$ cat src/hdl/slsc_pkg.sv
`timescale 1ns / 1ps

package slsc_pkg;

    // sequencer states
    typedef enum logic [2:0] {
        S_IDLE,
        S_READ,
        S_LOAD,
        S_MUL,
        S_ADD,
        S_STORE,
        S_OUT
    } t_state;

    // the four multiply steps of one channel, in the order they run
    localparam logic [1:0] STEP_POS_FIX  = 2'd0;
    localparam logic [1:0] STEP_POS_CLIP = 2'd1;
    localparam logic [1:0] STEP_NEG_FIX  = 2'd2;
    localparam logic [1:0] STEP_NEG_CLIP = 2'd3;

    // register map (word index)
    localparam logic REG_SPACING = 1'b0;

    localparam int          SPACING_W     = 5;
    localparam logic [4:0]  SPACING_RESET = 5'd1;

    // blend and threshold constants, unsigned Q0.20
    localparam int K_A20 = 740107;
    localparam int K_S20 = 273589;
    localparam int K_B20 = 261275;
    localparam int K_H20 = 774987;
    localparam int K_T20 = 1001382;

    // rescale a Q0.20 constant to frac_bits, rounding half up when narrowing
    function automatic int slsc_scale(input int c20, input int frac_bits);
        int res;
        if (frac_bits >= 20) begin
            res = c20 << (frac_bits - 20);
        end else begin
            res = (c20 + (1 << (19 - frac_bits))) >> (20 - frac_bits);
        end
        return res;
    endfunction

endpackage

$ cat src/hdl/stereo_lookahead_soft_clipper.sv
`timescale 1ns / 1ps

// Stereo soft clipper. Each transfer on the input channel carries one stereo
// pair in signed Q3.F (F = SAMPLE_BITS - 4); each channel is clamped to +-4.0,
// samples beyond +-0.9549925859 are replaced by a softened value built from
// the held sample, and the held sample of the previous transfer is reshaped
// when a clip flag is armed. The result for a pair is the held (previous,
// possibly reshaped) sample of each channel, so the latency is one pair for
// every spacing value. Ready stays low from an input transfer until that pair
// is through, so a new pair waits for the last one: the per-channel state (held
// sample and two clip flags) sits in a two-entry synchronous memory that is
// read, updated through four multiply and add steps on one shared multiplier,
// and written back, left channel then right, and then the output register is
// loaded. A finished result waits in the output register
// while the next pair is accepted and processed; if it has still not been
// taken when the next result is ready, the block holds before the load and
// input ready stays low for as long as that lasts. The spacing register
// (address 0, reset 1) is kept for software and reads back its low five bits
// as written; it does not change the output.
module stereo_lookahead_soft_clipper
    import slsc_pkg::*;
#(
    parameter int SAMPLE_BITS = 24
) (
    input  logic                          i_clk,
    input  logic                          i_rst_n,
    // sample input channel
    input  logic                          i_in_valid,
    output logic                          o_in_ready,
    input  logic signed [SAMPLE_BITS-1:0] i_sample_left,
    input  logic signed [SAMPLE_BITS-1:0] i_sample_right,
    // result channel
    output logic                          o_out_valid,
    input  logic                          i_out_ready,
    output logic signed [SAMPLE_BITS-1:0] o_out_left,
    output logic signed [SAMPLE_BITS-1:0] o_out_right,
    // configuration port
    input  logic                          psel,
    input  logic                          penable,
    input  logic                          pwrite,
    input  logic [2:0]                    paddr,
    input  logic [31:0]                   pwdata,
    output logic [31:0]                   prdata,
    output logic                          pready
);

    localparam int SB = SAMPLE_BITS;
    localparam int F  = SAMPLE_BITS - 4;
    localparam int PW = SB + F + 2;
    localparam int EW = SB + 2;

    localparam logic [F:0] K_A = (F+1)'(slsc_scale(K_A20, F));
    localparam logic [F:0] K_S = (F+1)'(slsc_scale(K_S20, F));
    localparam logic [F:0] K_B = (F+1)'(slsc_scale(K_B20, F));
    localparam logic [F:0] K_H = (F+1)'(slsc_scale(K_H20, F));
    localparam logic [F:0] K_T = (F+1)'(slsc_scale(K_T20, F));

    localparam logic signed [SB-1:0] C_A   = SB'(K_A);
    localparam logic signed [SB-1:0] C_B   = SB'(K_B);
    localparam logic signed [SB-1:0] T_POS = SB'(K_T);
    localparam logic signed [SB-1:0] T_NEG = -T_POS;
    localparam logic signed [SB-1:0] LIM_P = SB'(1) <<< (SB - 2);
    localparam logic signed [SB-1:0] LIM_N = -LIM_P;
    localparam logic signed [PW-1:0] HALF  = PW'(1) <<< (F - 1);

    t_state r_state, n_state;

    logic                 r_ch;
    logic [1:0]           r_step;
    logic signed [SB-1:0] r_in_l, r_in_r;
    logic signed [SB-1:0] r_x, r_held;
    logic                 r_pos, r_neg, r_alt;
    logic signed [PW-1:0] r_prod;
    logic signed [SB-1:0] r_res_l;
    logic signed [SB-1:0] r_out_l, r_out_r;
    logic                 r_out_valid;
    logic [SPACING_W-1:0] r_spacing;
    logic [1:0]           r_vld;
    logic [EW-1:0]        r_mem [2];
    logic [EW-1:0]        r_rd_data;

    logic                 w_mem_we;
    logic                 w_out_load;
    logic                 w_cfg_we;
    logic signed [SB-1:0] w_src, w_xc;
    logic signed [SB-1:0] w_rd_held;
    logic                 w_rd_pos, w_rd_neg;
    logic signed [SB-1:0] w_mul_a;
    logic signed [F+1:0]  w_mul_k;
    logic                 w_alt;
    logic signed [PW-1:0] w_prod;
    logic signed [PW-1:0] w_rnd_full;
    logic signed [SB-1:0] w_rnd;

    // configuration port
    assign pready   = 1'b1;
    assign w_cfg_we = psel && penable && pwrite && (paddr[2] == REG_SPACING);
    assign prdata   = (paddr[2] == REG_SPACING) ? {{(32-SPACING_W){1'b0}}, r_spacing} : '0;

    // next state
    always_comb begin
        n_state = r_state;
        case (r_state)
            S_IDLE:  if (i_in_valid) n_state = S_READ;
            S_READ:  n_state = S_LOAD;
            S_LOAD:  n_state = S_MUL;
            S_MUL:   n_state = S_ADD;
            S_ADD:   n_state = (r_step == STEP_NEG_CLIP) ? S_STORE : S_MUL;
            S_STORE: n_state = r_ch ? S_OUT : S_READ;
            S_OUT:   if (!r_out_valid || i_out_ready) n_state = S_IDLE;
            default: n_state = S_IDLE;
        endcase
    end

    // state outputs
    always_comb begin
        o_in_ready = 1'b0;
        w_mem_we   = 1'b0;
        w_out_load = 1'b0;
        case (r_state)
            S_IDLE:  o_in_ready = 1'b1;
            S_STORE: w_mem_we   = 1'b1;
            S_OUT:   w_out_load = !r_out_valid || i_out_ready;
            default: ;
        endcase
    end

    // clamp of the current channel sample
    assign w_src = r_ch ? r_in_r : r_in_l;
    always_comb begin
        w_xc = w_src;
        if (w_src > LIM_P) w_xc = LIM_P;
        if (w_src < LIM_N) w_xc = LIM_N;
    end

    // state memory read data, unwritten entries read as zero
    assign w_rd_held = r_vld[r_ch] ? $signed(r_rd_data[EW-1:2]) : '0;
    assign w_rd_pos  = r_vld[r_ch] & r_rd_data[1];
    assign w_rd_neg  = r_vld[r_ch] & r_rd_data[0];

    // operand selection for the shared multiplier
    always_comb begin
        w_alt   = 1'b0;
        w_mul_a = r_held;
        w_mul_k = $signed({1'b0, K_S});
        case (r_step)
            STEP_POS_FIX: begin
                w_alt   = r_x < r_held;
                w_mul_a = w_alt ? r_x : r_held;
                w_mul_k = w_alt ? $signed({1'b0, K_S}) : $signed({1'b0, K_H});
            end
            STEP_NEG_FIX: begin
                w_alt   = r_x > r_held;
                w_mul_a = w_alt ? r_x : r_held;
                w_mul_k = w_alt ? $signed({1'b0, K_S}) : $signed({1'b0, K_H});
            end
            default: ;
        endcase
    end

    assign w_prod     = w_mul_a * w_mul_k;
    // round to nearest, ties upward
    assign w_rnd_full = (r_prod + HALF) >>> F;
    assign w_rnd      = w_rnd_full[SB-1:0];

    // control registers
    always_ff @(posedge i_clk) begin
        if (!i_rst_n) begin
            r_state     <= S_IDLE;
            r_ch        <= 1'b0;
            r_step      <= STEP_POS_FIX;
            r_out_valid <= 1'b0;
            r_vld       <= '0;
            r_spacing   <= SPACING_RESET;
        end else begin
            r_state <= n_state;
            if (w_cfg_we) r_spacing <= pwdata[SPACING_W-1:0];
            if (r_state == S_LOAD) r_step <= STEP_POS_FIX;
            if (r_state == S_ADD) r_step <= r_step + 2'd1;
            if (w_mem_we) begin
                r_ch        <= ~r_ch;
                r_vld[r_ch] <= 1'b1;
            end
            if (w_out_load) begin
                r_out_valid <= 1'b1;
            end else if (i_out_ready) begin
                r_out_valid <= 1'b0;
            end
        end
    end

    // channel state memory
    always_ff @(posedge i_clk) begin
        if (w_mem_we) r_mem[r_ch] <= {r_x, r_pos, r_neg};
        r_rd_data <= r_mem[r_ch];
    end

    // datapath
    always_ff @(posedge i_clk) begin
        if (r_state == S_IDLE && i_in_valid) begin
            r_in_l <= i_sample_left;
            r_in_r <= i_sample_right;
        end
        case (r_state)
            S_LOAD: begin
                r_x    <= w_xc;
                r_held <= w_rd_held;
                r_pos  <= w_rd_pos;
                r_neg  <= w_rd_neg;
            end
            S_MUL: begin
                r_prod <= w_prod;
                r_alt  <= w_alt;
            end
            S_ADD: begin
                case (r_step)
                    STEP_POS_FIX: begin
                        if (r_pos) r_held <= (r_alt ? C_A : C_B) + w_rnd;
                    end
                    STEP_POS_CLIP: begin
                        r_pos <= r_x > T_POS;
                        if (r_x > T_POS) r_x <= C_A + w_rnd;
                    end
                    STEP_NEG_FIX: begin
                        if (r_neg) r_held <= w_rnd - (r_alt ? C_A : C_B);
                    end
                    STEP_NEG_CLIP: begin
                        r_neg <= r_x < T_NEG;
                        if (r_x < T_NEG) r_x <= w_rnd - C_A;
                    end
                    default: ;
                endcase
            end
            S_STORE: begin
                if (!r_ch) r_res_l <= r_held;
                else       r_out_r <= r_held;
            end
            default: ;
        endcase
        if (w_out_load) r_out_l <= r_res_l;
    end

    // output register: right result is held apart until the load
    logic signed [SB-1:0] r_res_r_q;
    always_ff @(posedge i_clk) begin
        if (w_out_load) r_res_r_q <= r_out_r;
    end

    assign o_out_valid = r_out_valid;
    assign o_out_left  = r_out_l;
    assign o_out_right = r_res_r_q;

endmodule

$ cat config.mk
export PLATFORM = sky130hd
export DESIGN_NAME = stereo_lookahead_soft_clipper
export DESIGN_NICKNAME = d
export VERILOG_FILES = /design/src/hdl/slsc_pkg.sv /design/src/hdl/stereo_lookahead_soft_clipper.sv
export SDC_FILE = /design/constraint.sdc
export NUM_CORES = 1
export LEC_CHECK = 0
export BUFFER_PORTS_ARGS = -buffer_cell sky130_fd_sc_hd__buf_2
export CAP_MARGIN = 20
export CORE_ASPECT_RATIO = 1.75
export CORE_MARGIN = 2
export CORE_UTILIZATION = 35
export DETAILED_ROUTE_END_ITERATION = 16
export GPL_TIMING_DRIVEN = 0
export PLACE_DENSITY = 0.53
export SETUP_SLACK_MARGIN = 0.1
export SLEW_MARGIN = 10
export SYNTH_ARGS = -nofsm -noshare
export SYNTH_HDL_FRONTEND = slang
export SYNTH_SLANG_ARGS = --single-unit
export TNS_END_PERCENT = 30
$ cat constraint.sdc
create_clock -name i_clk -period 17.6 [get_ports i_clk]
set_input_delay 1.76 -clock i_clk [delete_from_list [all_inputs] [get_ports i_clk]]
set_output_delay 1.76 -clock i_clk [all_outputs]
set_load 0.1 [all_outputs]
Word level (Yosys, flattened, before mapping)

Memory sizes are Yosys's and may differ from the RTL's. A register that Yosys moved wholly into a read port is not among the register bits.
Cells that the tools add are included.

Output and inout bits: 83
Bits of input ports: 90
Word-level logic and storage cells: 119
Memories: 1
Memory bits (read-only): 0
Flip-flop bits (word level): 253
Bits in latches: 0
Bits in writable memories: 52

Shift operators: 0
Multiply operators: 1
Order comparisons: 8
Bitwise gates (word level): 5
Add/sub/neg operators: 6
Multiplexer cells: 43
Divide/modulo/power cells: 0
Reduce and logical (&&, ||, !) cells: 18
Equality and inequality tests: 19

Memory list:

| memory | words | width | read ports | clocked after memory_dff | write ports | RTL line                            | RTL |
|---|---|---|---|---|---|---|---|
| r_mem  | 2     | 26    | 1          | 1                        | 1           | stereo_lookahead_soft_clipper.sv:79 | `logic [EW-1:0] r_mem [2];` |

Operators by type and width:

| kind                                                 | count |
|---|---|
| two-way mux 24 bit                                   | 10 |
| case mux 24 bit (2 select lines)                     | 5 |
| two-way mux 20 bit                                   | 3 |
| adder 44 x 21 -> 44 bit, second input constant       | 1 |
| multiplier 24 x 21 -> 44 bit                         | 1 |
| case mux 20 bit (2 select lines)                     | 1 |
| adder 21 x 24 -> 24 bit, first input constant        | 1 |
| adder 24 bit                                         | 1 |
| > comparator 24 x 21 -> 1 bit, second input constant | 1 |
| > comparator 24 bit                                  | 1 |
| > comparator 24 bit, second input constant           | 1 |
| < comparator 24 x 21 -> 1 bit, second input constant | 1 |
| < comparator 24 x 23 -> 1 bit, second input constant | 1 |
| < comparator 24 bit                                  | 1 |
| subtractor 24 x 21 -> 24 bit                         | 1 |
| subtractor 24 x 21 -> 24 bit, second input constant  | 1 |
| case mux 3 bit (7 select lines)                      | 1 |
| two-way mux 1 bit                                    | 12 |
| two-way mux 3 bit                                    | 4 |
| AND reduction 2 bit                                  | 5 |
| equality test 3 bit, second input constant           | 3 |
| != test 3 bit, second input constant                 | 3 |
| AND reduction 4 bit                                  | 2 |
| equality test 3 x 2 -> 1 bit, second input constant  | 2 |
| other kinds (23)                                     | 37 |

Depth between registers and ports, before layout

Depth in word-level cells: 5
Gate-level depth with buffers: 42

Worst setup path after synthesis

Ideal clock, no wire load.

Kind: register to register
Start: register r_x[7]
End: register r_prod[41] (data pin)
Buffers on the path: 4
Setup time: 167 ps
Cell stages (with the launch flop): 35
Period minus slack after synthesis: 9,594 ps
Arrival time: 9,427 ps
Slack: 8,006 ps
Path through: edfxtp_1 ha_1 a21oi_1 a211oi_1 or3_4 o31a_2 nor2_1 a21o_1 buf_2 or2_2 clkbuf_2 clkbuf_1 clkbuf_1 nand2_1 inv_1 fa_1 fa_1 inv_1 fa_1 fa_1 fa_1 fa_1 inv_1 ha_1 a21o_1 a21o_1 a21oi_1 nor2b_1 o21ai_0 nand2_1 a21o_1 a21o_1 a21oi_1 mux2_2 a211oi_1

Cells in the longest elaborated chain, start to end: 4
Elaborated cells on any way between the ends: 9

RTL lines:

| element                                                                              | RTL line                                                                   | RTL |
|---|---|---|
| from (decl)                                                                          | stereo_lookahead_soft_clipper.sv:71                                        | `logic signed [SB-1:0] r_x, r_held;` |
| from (signal assigned)                                                               | stereo_lookahead_soft_clipper.sv:206                                       | `r_x <= w_xc;` |
| from (signal assigned)                                                               | stereo_lookahead_soft_clipper.sv:222                                       | `if (r_x > T_POS) r_x <= C_A + w_rnd;` |
| from (signal assigned)                                                               | stereo_lookahead_soft_clipper.sv:229                                       | `if (r_x < T_NEG) r_x <= w_rnd - C_A;` |
| > comparator 24 bit or < comparator 24 bit (tied branches)                           | stereo_lookahead_soft_clipper.sv:153, stereo_lookahead_soft_clipper.sv:148 |  |
| two-way mux 24 bit (tied with other cells)                                           | stereo_lookahead_soft_clipper.sv:154                                       | `w_mul_a = w_alt ? r_x : r_held;` |
| case mux 24 bit (2 select lines) or case mux 20 bit (2 select lines) (tied branches) | stereo_lookahead_soft_clipper.sv:146                                       | `case (r_step)` |
| multiplier 24 x 21 -> 44 bit *                                                       | stereo_lookahead_soft_clipper.sv:161                                       | `assign w_prod = w_mul_a * w_mul_k;` |
| via w_prod[41]                                                                       | stereo_lookahead_soft_clipper.sv:91                                        | `logic signed [PW-1:0] w_prod;` |
| to (signal assigned)                                                                 | stereo_lookahead_soft_clipper.sv:212                                       | `r_prod <= w_prod;` |
| to (decl)                                                                            | stereo_lookahead_soft_clipper.sv:73                                        | `logic signed [PW-1:0] r_prod;` |

Mark *: on every way through the listed nets, which the timed path passes. The rest lies on a longest branch.
A chain may end at the register's enable or synchronous reset.

Final worst setup path

Ends and elaborated chain as after synthesis.

==> out/results.tsv <==
metric	value	unit
most common library cell in the layout ignoring fill and taps	inv_1	
Post-layout nets	3362	
final weighted congestion in routability-driven placement	0.969	
Setup CP Type	register to register	
routed vias	18648	
total clock buffers created by CTS	37	
commonest non-fill, non-tap cells in the layout	inv_1, fa_1, edfxtp_1	
top fanout value on the critical path	15	
share of cells above drive strength 1	0.111	
number of DRC violations after detailed-routing iteration 0	908	
GR Layer Usage met3	0.0169	
startpoint type of the worst setup path	register	
area overhead of the layout relative to synthesis	12.1	%
count of TritonRoute iterations in the first routing pass	5	
Peak Freq	84.3	MHz
Initial Utilization	0.352	
antenna cells	0	
core outline area	79400	um2
status	complete, no violations	
max-capacitance violation count	0	
maximum clock insertion buffer count	3	
number of antenna-violating nets in the routed design	0	
TritonCTS clock tree	done	
post-CTS clock slew at the launch and capture registers of the worst setup and hold paths	0.06	ns
number of distinct library cell variants in the gate-level netlist after synthesis	82	
Hold-fix buffers, CTS	0	
pin count of the biggest net entering global routing	52	
number of synthesized flops with an enable pin	272	
hold crit path type	register to register	
Rel. slew slack	0.245	
async set-reset flop share out of synthesis	0	
Post-Synthesis Mean Instance Area	11.2	um2
slew of the pin with the lowest slew margin	1.13	ns
Die Height	378	um
layer with the highest usage after global routing	met2	
Max Clock Skew	0.0152	ns
cell area after synthesis	28000	um2
end point of the critical path	r_prod[41]	
total of warnings raised by yosys	0	
Worst Reg-to-Reg Cells	34	
final hold viol count	0	
final clock period utilization by the worst path	0.674	
prevailing post-synth register cell	edfxtp_1	
final global-route overflow total	0	
endpoint type of the worst setup path	register	
slowest stage delay, CP	0.78	ns
vias in the first global route	20374	
total negative setup slack	0	ns
count of mapped cells out of synthesis	2498	
met2 GRT Util	0.378	
die span in x	218	um
met1 GRT Util	0.210	
Post-CTS Resized	0	
number of top-level pins	173	
buffers inserted by post-CTS timing repair	0	
slowest cell on the critical path	inv_1	
RSZ-0062 raised after global routing	no	
overall die area	82200	um2
routed wire length	80800	um
final setup violating endpoints	0	
data arrival at the endpoint of the critical path	12.23	ns
number of H-tree levels	2	
global-route wire length before repair	123000	um
fraction of the yosys area taken by sequential cells	0.321	
required time worst endpoint	17.97	ns
total global-route track usage	0.202	
wire length per cell	21.5	um
clock sink count	312	
cell row count	137	
RR Startpoint	r_x[7]	
time the worst path needs with I/O delays and setup	11.86	ns
master cell of the clock root buffer	clkbuf_16	
number of design rule violations left after detail routing	0	
Top cell by count, worst path	fa_1	
initial antenna violation count	0	
final HPWL from detailed placement	68700	um
Pins Over Slew Limit	0	
slack of the worst reg-to-reg path	5.74	ns
worst r2r dst	r_prod[41]	
latest clock arrival within the worst-skew pair	0.56	ns
flip-flop and latch count after synthesis	312	
count of buffers from port buffering	115	
Critical Path Start	r_x[7]	
detailed-route vias per instance	4.96	
[critical path: cells and delay by family, from the launching register on]
kind | cells | cell delay (ns)
AOI/OAI and AO/OA | 12 | 2.35
adders and majority gates | 8 | 4.25
buffers and inverters | 7 | 2.93
DFF | 1 | 0.56
muxes | 1 | 0.36
and+or+nand+nor | 6 | 1.22
[routing by layer]
metal  routed length [um]  part of all wire  up-vias
met2                43400              0.54      468
met1                28600              0.35     9361
met3                 2310             0.029      185
met4                 6510             0.081        0
li1                     -                 -     8634
met5                    0                 0        -
[cell families (layout without fill, tap and decap cells)]
group | after synthesis | in the layout | share of synthesized area
adder cells (fa/ha/maj) | 589 | 589 | 0.361
buffers and inverters | 551 | 743 | 0.0787
other | 2 | 28 | 0.000269
AO/OA/AOI/OAI | 387 | 387 | 0.0922
AND/OR/NAND/NOR | 447 | 447 | 0.0772
XOR/XNOR | 149 | 149 | 0.0467
flip-flops | 312 | 312 | 0.321
multiplexers | 61 | 61 | 0.0232
[metrics by stage]
step                      hold slack, ns  area (um2)   util  worst slack, ns  cells
after floorplan                    0.400       28100      -             8.01   2524
after global placement             0.402       29900  0.377             5.84   3681
after detailed placement           0.405       30100  0.379             5.79   3689
after CTS                          0.415       31300  0.394             5.72   3757
after global routing               0.422       31300  0.395             5.10   3758
final                              0.415       31300  0.395             5.74   3758
[flip-flops by register name (all words and copies together) (netlist names), 2 cells and up]
| signal | cells |
|---|---|
| r_res_l | 24 |
| r_vld | 2 |
| r_rd_data | 26 |
| r_step | 2 |
| o_out_right | 24 |
| r_out_r | 24 |
| r_x | 24 |
| r_prod | 25 |
| r_mem | 52 |
| r_state | 3 |
| r_held | 24 |
| r_in_r | 24 |
| r_in_l | 24 |
| o_out_left | 24 |
| r_spacing | 5 |
[layout make-up]
cell class / count / area, um2
timing repair buffer: 124 / 721
clock inverter: 20 / 210
fill: 7681 / 48000
clock buffer: 48 / 987
tap: 1042 / 1300
buffer: 73 / 405
inverter: 478 / 1790
sequential: 312 / 8970
multi-input combinational: 1661 / 16900
[worst min path at each step]
| stage | from | end | slack, ns | depth (start not counted) |
|---|---|---|---|---|
| 2_1_floorplan | r_res_l[0] | o_out_left[0] | 0.40 | 0 |
| 3_3_place_gp | r_res_l[3] | o_out_left[3] | 0.40 | 0 |
| 3_5_place_dp | r_res_l[14] | o_out_left[14] | 0.40 | 0 |
| 4_1_cts | r_out_r[10] | o_out_right[10] | 0.42 | 0 |
| 5_1_grt | r_res_l[2] | o_out_left[2] | 0.42 | 0 |
| 6_report | r_res_l[12] | o_out_left[12] | 0.42 | 0 |
[cells in the mapped netlist, types with 5 or more instances]
cell type | count | area share
or3_1 | 12 | 0.0027
a21o_1 | 51 | 0.014
nor4_1 | 8 | 0.0018
a21oi_1 | 112 | 0.020
nor2b_1 | 29 | 0.0065
nor2_1 | 120 | 0.016
fa_1 | 364 | 0.26
nand2_1 | 119 | 0.016
mux2_2 | 30 | 0.012
o21bai_1 | 11 | 0.0030
mux2i_1 | 31 | 0.011
inv_1 | 471 | 0.063
or2_2 | 12 | 0.0027
o211ai_1 | 6 | 0.0016
a211oi_1 | 12 | 0.0032
o21ai_0 | 80 | 0.014
buf_4 | 30 | 0.0081
nand2b_1 | 10 | 0.0022
nand3_1 | 46 | 0.0082
nor3_1 | 21 | 0.0038
nor3b_1 | 5 | 0.0013
buf_2 | 8 | 0.0014
a31oi_1 | 7 | 0.0016
nand4_1 | 17 | 0.0038
a22o_1 | 23 | 0.0072
dfxtp_1 | 40 | 0.029
o21a_1 | 12 | 0.0032
and2_1 | 9 | 0.0020
edfxtp_1 | 272 | 0.29
ha_1 | 221 | 0.099
o22ai_1 | 19 | 0.0043
xor2_1 | 40 | 0.013
clkbuf_1 | 29 | 0.0039
and3_1 | 23 | 0.0051
xnor2_1 | 109 | 0.034
Power is left out: the tool's default activity adds up to more than one toggle a clock period on the data nets, which glitch-free logic cannot reach.
